--- src/rtl/ffpa_pkg.sv ---
package ffpa_pkg;

    localparam int POOL_BYTES_DEF      = 4096;
    localparam int HEADER_BYTES_DEF    = 24;
    localparam int MIN_SPLIT_BYTES_DEF = 32;
    localparam int ALIGN_BYTES_DEF     = 8;

    localparam logic OP_ALLOC = 1'b0;
    localparam logic OP_FREE  = 1'b1;

    typedef enum logic [2:0] {
        ST_OK      = 3'd0,
        ST_ZERO    = 3'd1,
        ST_NOFIT   = 3'd2,
        ST_NULL    = 3'd3,
        ST_DOUBLE  = 3'd4,
        ST_INVALID = 3'd5
    } t_status;

    localparam logic [1:0] MARK_NONE  = 2'd0;
    localparam logic [1:0] MARK_ALLOC = 2'd1;
    localparam logic [1:0] MARK_FREED = 2'd2;

    typedef struct packed {
        logic        operation;
        logic [15:0] request_bytes;
        logic [11:0] data_offset;
    } t_in_item;

    typedef struct packed {
        t_status     status;
        logic [11:0] result_offset;
        logic [11:0] granted_bytes;
    } t_out_item;

    typedef enum logic [3:0] {
        S_CLEAR, S_IDLE,
        S_A_RD, S_A_CHK, S_A_WG,
        S_F_RD, S_F_CHK, S_F_NCHK, S_F_WG,
        S_W_RD, S_W_P, S_W_N, S_W_M
    } t_state;

    typedef enum logic [2:0] {
        AS_CLR, AS_G, AS_N, AS_P, AS_NEXT, AS_SPLIT
    } t_addr_sel;

    typedef enum logic [2:0] {
        WR_NONE, WR_CLR, WR_SPLIT, WR_GENT, WR_N_UNLINK, WR_P_MERGE, WR_G_UNLINK
    } t_wr_sel;

    typedef struct packed {
        t_addr_sel addr_sel;
        t_wr_sel   wr_sel;
        logic      base_p;
        logic      ld_req;
        logic      ld_g_nxt;
        logic      ld_n_nxt;
        logic      ld_gent_alloc;
        logic      ld_gent_free;
        logic      ld_gent_merge;
        logic      ld_p_zero;
        logic      ld_p_n;
        logic      ld_pent;
        logic      clr_inc;
        logic      emit;
        logic      emit_alloc;
        t_status   emit_st;
    } t_cmd;

    typedef struct packed {
        logic    clr_last;
        logic    in_free;
        logic    in_req_zero;
        logic    pre_fail;
        t_status pre_st;
        logic    a_fit;
        logic    a_split;
        logic    nxt_ok;
        logic    rd_start;
        logic    rd_free;
        logic    mark_freed;
        logic    mark_bad;
        logic    n_is_g;
        logic    g_zero;
        logic    pent_free;
    } t_stat;

endpackage

--- src/rtl/ffpa_ctrl.sv ---
module ffpa_ctrl (
    input  logic            i_clk,
    input  logic            i_rst_n,
    input  logic            start,
    input  ffpa_pkg::t_stat i_stat,
    output ffpa_pkg::t_cmd  o_cmd,
    output logic            busy
);

    ffpa_pkg::t_state r_state, n_state;
    logic             accept;

    assign accept = start && (r_state == ffpa_pkg::S_IDLE);

    always_ff @(posedge i_clk) begin
        if (!i_rst_n) begin
            r_state <= ffpa_pkg::S_CLEAR;
        end else begin
            r_state <= n_state;
        end
    end

    always_comb begin
        n_state = r_state;
        case (r_state)
            ffpa_pkg::S_CLEAR: if (i_stat.clr_last) n_state = ffpa_pkg::S_IDLE;
            ffpa_pkg::S_IDLE: begin
                if (accept) begin
                    if (!i_stat.in_free) begin
                        if (!i_stat.in_req_zero) n_state = ffpa_pkg::S_A_RD;
                    end else if (!i_stat.pre_fail) begin
                        n_state = ffpa_pkg::S_F_RD;
                    end
                end
            end
            ffpa_pkg::S_A_RD: n_state = ffpa_pkg::S_A_CHK;
            ffpa_pkg::S_A_CHK: begin
                if (i_stat.a_fit) n_state = ffpa_pkg::S_A_WG;
                else if (!i_stat.nxt_ok) n_state = ffpa_pkg::S_IDLE;
            end
            ffpa_pkg::S_A_WG: n_state = ffpa_pkg::S_IDLE;
            ffpa_pkg::S_F_RD: n_state = ffpa_pkg::S_F_CHK;
            ffpa_pkg::S_F_CHK: begin
                if (i_stat.mark_freed || i_stat.mark_bad) n_state = ffpa_pkg::S_IDLE;
                else if (i_stat.nxt_ok) n_state = ffpa_pkg::S_F_NCHK;
                else n_state = ffpa_pkg::S_F_WG;
            end
            ffpa_pkg::S_F_NCHK: n_state = ffpa_pkg::S_F_WG;
            ffpa_pkg::S_F_WG: n_state = i_stat.g_zero ? ffpa_pkg::S_IDLE : ffpa_pkg::S_W_RD;
            ffpa_pkg::S_W_RD: n_state = ffpa_pkg::S_W_P;
            ffpa_pkg::S_W_P: n_state = i_stat.nxt_ok ? ffpa_pkg::S_W_N : ffpa_pkg::S_IDLE;
            ffpa_pkg::S_W_N: begin
                if (!i_stat.rd_start) n_state = ffpa_pkg::S_IDLE;
                else if (i_stat.n_is_g) begin
                    n_state = i_stat.pent_free ? ffpa_pkg::S_W_M : ffpa_pkg::S_IDLE;
                end else n_state = ffpa_pkg::S_W_P;
            end
            ffpa_pkg::S_W_M: n_state = ffpa_pkg::S_IDLE;
            default: n_state = ffpa_pkg::S_IDLE;
        endcase
    end

    always_comb begin
        o_cmd          = '0;
        o_cmd.addr_sel = ffpa_pkg::AS_G;
        o_cmd.wr_sel   = ffpa_pkg::WR_NONE;
        o_cmd.emit_st  = ffpa_pkg::ST_OK;
        busy           = 1'b1;
        case (r_state)
            ffpa_pkg::S_CLEAR: begin
                o_cmd.addr_sel = ffpa_pkg::AS_CLR;
                o_cmd.wr_sel   = ffpa_pkg::WR_CLR;
                o_cmd.clr_inc  = 1'b1;
            end
            ffpa_pkg::S_IDLE: begin
                busy = 1'b0;
                if (accept) begin
                    o_cmd.ld_req = 1'b1;
                    if (!i_stat.in_free && i_stat.in_req_zero) begin
                        o_cmd.emit    = 1'b1;
                        o_cmd.emit_st = ffpa_pkg::ST_ZERO;
                    end else if (i_stat.in_free && i_stat.pre_fail) begin
                        o_cmd.emit    = 1'b1;
                        o_cmd.emit_st = i_stat.pre_st;
                    end
                end
            end
            ffpa_pkg::S_A_RD: o_cmd.addr_sel = ffpa_pkg::AS_G;
            ffpa_pkg::S_A_CHK: begin
                if (i_stat.a_fit) begin
                    o_cmd.ld_gent_alloc = 1'b1;
                    if (i_stat.a_split) begin
                        o_cmd.addr_sel = ffpa_pkg::AS_SPLIT;
                        o_cmd.wr_sel   = ffpa_pkg::WR_SPLIT;
                    end
                end else if (i_stat.nxt_ok) begin
                    o_cmd.addr_sel = ffpa_pkg::AS_NEXT;
                    o_cmd.ld_g_nxt = 1'b1;
                end else begin
                    o_cmd.emit    = 1'b1;
                    o_cmd.emit_st = ffpa_pkg::ST_NOFIT;
                end
            end
            ffpa_pkg::S_A_WG: begin
                o_cmd.wr_sel     = ffpa_pkg::WR_GENT;
                o_cmd.emit       = 1'b1;
                o_cmd.emit_alloc = 1'b1;
            end
            ffpa_pkg::S_F_RD: o_cmd.addr_sel = ffpa_pkg::AS_G;
            ffpa_pkg::S_F_CHK: begin
                if (i_stat.mark_freed) begin
                    o_cmd.emit    = 1'b1;
                    o_cmd.emit_st = ffpa_pkg::ST_DOUBLE;
                end else if (i_stat.mark_bad) begin
                    o_cmd.emit    = 1'b1;
                    o_cmd.emit_st = ffpa_pkg::ST_INVALID;
                end else begin
                    o_cmd.ld_gent_free = 1'b1;
                    o_cmd.ld_n_nxt     = 1'b1;
                    o_cmd.addr_sel     = ffpa_pkg::AS_NEXT;
                end
            end
            ffpa_pkg::S_F_NCHK: begin
                if (i_stat.rd_start && i_stat.rd_free) begin
                    o_cmd.ld_gent_merge = 1'b1;
                    o_cmd.addr_sel      = ffpa_pkg::AS_N;
                    o_cmd.wr_sel        = ffpa_pkg::WR_N_UNLINK;
                end
            end
            ffpa_pkg::S_F_WG: begin
                o_cmd.wr_sel    = ffpa_pkg::WR_GENT;
                o_cmd.ld_p_zero = 1'b1;
                if (i_stat.g_zero) o_cmd.emit = 1'b1;
            end
            ffpa_pkg::S_W_RD: o_cmd.addr_sel = ffpa_pkg::AS_P;
            ffpa_pkg::S_W_P: begin
                o_cmd.base_p   = 1'b1;
                o_cmd.ld_pent  = 1'b1;
                o_cmd.ld_n_nxt = 1'b1;
                o_cmd.addr_sel = ffpa_pkg::AS_NEXT;
                if (!i_stat.nxt_ok) o_cmd.emit = 1'b1;
            end
            ffpa_pkg::S_W_N: begin
                if (!i_stat.rd_start) begin
                    o_cmd.emit = 1'b1;
                end else if (i_stat.n_is_g) begin
                    if (i_stat.pent_free) begin
                        o_cmd.addr_sel = ffpa_pkg::AS_P;
                        o_cmd.wr_sel   = ffpa_pkg::WR_P_MERGE;
                    end else o_cmd.emit = 1'b1;
                end else begin
                    o_cmd.ld_p_n   = 1'b1;
                    o_cmd.addr_sel = ffpa_pkg::AS_N;
                end
            end
            ffpa_pkg::S_W_M: begin
                o_cmd.wr_sel = ffpa_pkg::WR_G_UNLINK;
                o_cmd.emit   = 1'b1;
            end
            default: o_cmd.addr_sel = ffpa_pkg::AS_G;
        endcase
    end

endmodule

--- config.mk ---
export PLATFORM = sky130hd
export DESIGN_NAME = ffpa_ctrl
export DESIGN_NICKNAME = d
export VERILOG_FILES = /design/src/rtl/ffpa_pkg.sv /design/src/rtl/ffpa_ctrl.sv
export SDC_FILE = /design/constraint.sdc
export NUM_CORES = 1
export LEC_CHECK = 0
export BUFFER_PORTS_ARGS = -buffer_cell sky130_fd_sc_hd__buf_2
export CORE_MARGIN = 2
export CORE_UTILIZATION = 44
export CTS_CLUSTER_DIAMETER = 150
export CTS_CLUSTER_SIZE = 30
export DETAILED_ROUTE_END_ITERATION = 10
export GPL_TIMING_DRIVEN = 0
export PLACE_DENSITY = 0.79
export SYNTH_ARGS = -nofsm -noshare
export SYNTH_HDL_FRONTEND = slang
export SYNTH_SLANG_ARGS = --single-unit
export TNS_END_PERCENT = 5
--- constraint.sdc ---
create_clock -name i_clk -period 2 [get_ports i_clk]
set_input_delay 0.1 -clock i_clk [delete_from_list [all_inputs] [get_ports i_clk]]
set_output_delay 0.1 -clock i_clk [all_outputs]
set_load 0.01 [all_outputs]
======== Word-level counts from Yosys, hierarchy flattened ========
Cells that the tools add are included.
word-level totals
  output and inout port bits .............. 23
  word-level logic and storage cells ...... 97
  input port bits ......................... 20
  register bits ........................... 4
cells by class
  reduce and logical (&&, ||, !) cells .... 10
  equality and inequality tests ........... 17
  multiplexer cells ....................... 69
operator list
  operator                                                          count
  4-bit two-way mux                                                 14
  4-bit case mux with 11 select lines                               1
  3-bit two-way mux                                                 11
  1-bit two-way mux                                                 31
  3-bit case mux with 7 select lines                                1
  4-bit == test (second input constant)                             5
  3-bit case mux with 6 select lines                                1
  4-bit by 3-bit == test with 1-bit output (second input constant)  4
  6-bit two-way mux                                                 2
  5-bit two-way mux                                                 2
  3-bit != test (second input constant)                             3
  3-bit case mux with 3 select lines                                1
  4-bit by 2-bit == test with 1-bit output (second input constant)  2
  1-bit case mux with 7 select lines                                1
  2-bit two-way mux                                                 3
  5-bit AND reduction                                               1
  4-bit by 1-bit == test with 1-bit output (second input constant)  1
  1-bit logical AND                                                 4
  4-bit zero test                                                   1
  2-bit != test (second input constant)                             2
  2-bit OR reduction                                                2
  1-bit case mux with 2 select lines                                1
  1-bit zero test                                                   1
  1-bit logical OR                                                  1

======== Logic depth before layout (Yosys ltp) ========
  depth in word-level cells ............... 5
  mapped depth ............................ 6
  gate-level depth less buffers ........... 5

======== Worst setup path before layout ========
No wires, ideal clock.
  kind .................................... register -> output
  from .................................... reg r_state[1]
  to ...................................... out o_cmd[21] (netlist bit)
  data arrival time ....................... 1.592 ns
  buffers on the path ..................... 2
  data required time ...................... 1.900 ns
  setup slack ............................. 0.308 ns
  stages on the path, launching flop included .. 7
  cells stage by stage .................... dfxtp_1 > buf_2 > buf_2 > nand2_1 > nor3_1 > nand2b_1 > o21bai_1
RTL lines
  what                    line             source
  from (decl)             ffpa_ctrl.sv:10  ffpa_pkg::t_state r_state, n_state;
  from (signal assigned)  ffpa_ctrl.sv:17  r_state <= ffpa_pkg::S_CLEAR;
  from (signal assigned)  ffpa_ctrl.sv:19  r_state <= n_state;
  to (decl)               ffpa_ctrl.sv:6   output ffpa_pkg::t_cmd o_cmd,

==> insert_results.sql <==
INSERT INTO impl_metrics (metric_group, metric, value, unit) VALUES
('synthesis', 'synth_flop_cell', 'dfxtp_1', ''),
('final_layout', 'area_of_the_multi_input_gates', '621', 'µm²'),
('clocking', 'ctsHoldBuffers', '0', ''),
('global_route', 'met3_track_demand_over_resource', '0.0588', ''),
('setup_path', 'critical_path_arrival', '1810', 'ps'),
('run_status', 'result_of_the_run', 'complete, no violations', ''),
('global_route', 'gr-usage-met1', '0.355', ''),
('floorplanning', 'dieHeight', '46.2', 'µm'),
('setup_path', 'crit_path_required_time', '1900', 'ps'),
('floorplanning', 'core-area', '1710', 'µm²'),
('timing', 'timing.final.hold_violations', '0', ''),
('clocking', 'tritoncts', 'done', ''),
('drt', 'drt_pre_antenna_iters', '5', ''),
('setup_path', 'crit-reg2reg-launch', 'r_state[0]', ''),
('clocking', 'numCtsBuffers', '3', ''),
('global_route', 'antenna_violations_before_repair', '0', ''),
('final_layout', 'largest_registers', 'r_state (4)', ''),
('synthesis', 'yosysUniqueCellTypes', '46', ''),
('synthesis', 'netlist_instances', '120', ''),
('synthesis', 'asyncSetResetFlopFracSynth', '0', ''),
('global_route', 'grt_pass1_wl', '4.10', 'mm'),
('synthesis', 'netlist_area', '785', 'µm²'),
('flow_run', 'drv_cap', '0', ''),
('global_route', 'grtUsageTotal', '0.260', ''),
('synthesis', 'synth_fp_nets', '140', ''),
('drt', 'detail_route.wirelength', '2.65', 'mm'),
('placement', 'placedCellCount', '186', ''),
('final_layout', 'layout.cells.most_common', 'buf_2', ''),
('power_and_ir_drop', 'total_leakage_power', '0.562', 'nW'),
('final_layout', 'seqCellArea', '81.3', 'µm²'),
('synthesis', 'postSynthRegisterBits', '4', ''),
('placement', 'dp_hpwl', '2.00', 'mm'),
('timing', 'finalWorstSetupSlack', '93.7', 'ps'),
('placement', 'gp_congestion', '0.922', ''),
('placement', 'place_worst_setup_slack', '167', 'ps'),
('timing', 'timing.setup.tns', '0', 'ps'),
('clocking', 'cts.htree.levels', '1', ''),
('final_layout', 'post-route-util', '0.621', ''),
('power_and_ir_drop', 'switching_fraction_of_total_power', '0.347', ''),
('drt', 'route.detailed.vias_per_inst', '5.94', ''),
('setup_path', 'worstSetupPathType', 'reg -> out', ''),
('drt', 'drt_iter0_markers', '47', ''),
('final_layout', 'nFillCells', '164', ''),
('floorplanning', 'chipWidth', '46.2', 'µm'),
('timing', 'fmax', '0.525', 'GHz'),
('setup_path', 'reg2reg_depth', '6', ''),
('timing', 'timing.clock.skew', '1.81', 'ps'),
('final_layout', 'largest_register', 'r_state', ''),
('clocking', 'cts.sinks', '4', ''),
('placement', 'port_buffers', '41', ''),
('drt', 'detail_route.drc_violations', '0', ''),
('power_and_ir_drop', 'p_switching', '0.107', 'mW'),
('worst_hold_path', 'hold_path_class', 'in -> reg', ''),
('power_and_ir_drop', 'cellInternalPower', '0.201', 'mW'),
('timing', 'min_period_over_period', '0.953', ''),
('drt', 'route.detailed.wl_per_inst', '14.0', 'µm'),
('synthesis', 'yosysSeqAreaShare', '0.102', ''),
('floorplanning', 'placement_rows', '15', ''),
('timing', 'setup_violations', '0', ''),
('power_and_ir_drop', 'highest_ir_drop_seen_on_vdd', '0.000218', 'V'),
('setup_path', 'ordered_list_of_cells_on_the_worst_path', 'buf_4 > nor2_1 > nand3_1 > nor2_1 > or4_1 > buf_2', ''),
('final_layout', 'final_nets', '186', ''),
('setup_path', 'timing.critical_path.to_type', 'output port', ''),
('power_and_ir_drop', 'power_per_cell_area', '291', 'nW/µm²'),
('worst_hold_path', 'holdPathStages', '2', ''),
('drt', 'postRouteAntennaNets', '0', ''),
('final_layout', 'largest_register_ff_count', '4', ''),
('synthesis', 'synth_enable_flop_cells', '0', ''),
('drt', 'dr_total_vias', '1122', ''),
('setup_path', 'critical_path_peak_fanout', '10', ''),
('final_layout', 'flow.area_growth_from_synthesis', '35.1', '%');
## final timing paths
check / endpoint / slack, ps
worst max register to register: r_state[1] / 160
worst min-delay path: r_state[3] / 140
worst min register to register: r_state[1] / 840
worst max-delay path: o_cmd[4] / 90
## worst max-delay path, delay by kind of cell (launching register included)
family | cells | cell delay, ps
AND/OR/NAND/NOR | 4 | 810
buffers and inverters | 2 | 360
flip-flops | 1 | 400
## power by group through the flow
| stage | combinational [mW] | sequential (mW) | clock (mW) |
|---|---|---|---|
| 6_report | 0.122 | 0.0831 | 0.103 |
| 5_1_grt | 0.135 | 0.0833 | 0.112 |
| 4_1_cts | 0.120 | 0.0831 | 0.106 |
| 3_5_place_dp | 0.118 | 0.0843 | 0 |
| 3_3_place_gp | 0.116 | 0.0842 | 0 |
| 2_1_floorplan | 0.0681 | 0.0840 | 0 |
## area by class of cell
cell class              count  area share
multi-input cells          97       0.586
inverters                   9      0.0319
plain buffers              10      0.0614
repair buffers             41       0.194
clock buffers               3      0.0213
well taps                  25      0.0295
flip-flops and latches      4      0.0767
## logic make-up (layout without fill, tap and decap cells)
family	Yosys count	count (layout)	share of synthesized area
AO/OA/AOI/OAI	34	34	0.305
AND/OR/NAND/NOR	61	61	0.453
buffers and inverters	19	63	0.113
multiplexers	2	2	0.0271
flip-flops	4	4	0.102
## synthesized netlist by cell type, types with 2 or more instances
cell type | instances | area (µm²)
buf_2 | 5 | 25.0
nor3_1 | 4 | 20.0
a31oi_1 | 3 | 18.8
a21oi_1 | 7 | 35.0
nand2b_1 | 6 | 37.5
o21ai_0 | 4 | 20.0
a41o_1 | 3 | 30.0
nor2b_1 | 5 | 31.3
o22ai_1 | 2 | 12.5
or4b_1 | 2 | 20.0
and3_1 | 4 | 25.0
dfxtp_1 | 4 | 80.1
or4_1 | 2 | 15.0
o21a_1 | 2 | 15.0
inv_1 | 9 | 33.8
o32ai_1 | 2 | 17.5
nand4bb_1 | 2 | 22.5
nand2_1 | 8 | 30.0
nand3_1 | 6 | 30.0
buf_1 | 2 | 7.51
nor2_1 | 10 | 37.5
nand3b_1 | 3 | 22.5
nor4_1 | 2 | 12.5
## through the flow
step	power [mW]	area, µm²	hold WS, ps
detailed placement	0.203	1020	365
floorplan	0.152	785	208
global route	0.330	1060	144
CTS	0.309	1050	116
finish	0.308	1060	136
global placement	0.200	1020	348
## timing repair
item	4_1_cts	5_1_grt
setup endpoints to repair	3	3
buffers inserted	0	0
gates cloned	0	0
gates resized for setup	2	6
## per-layer routing
layer,wire length [µm],up-vias
met3,300,11
li1,-,539
met5,0,-
met4,77,0
met1,1100,486
met2,1180,86
No activity file was read; power rests on OpenSTA's default activity.
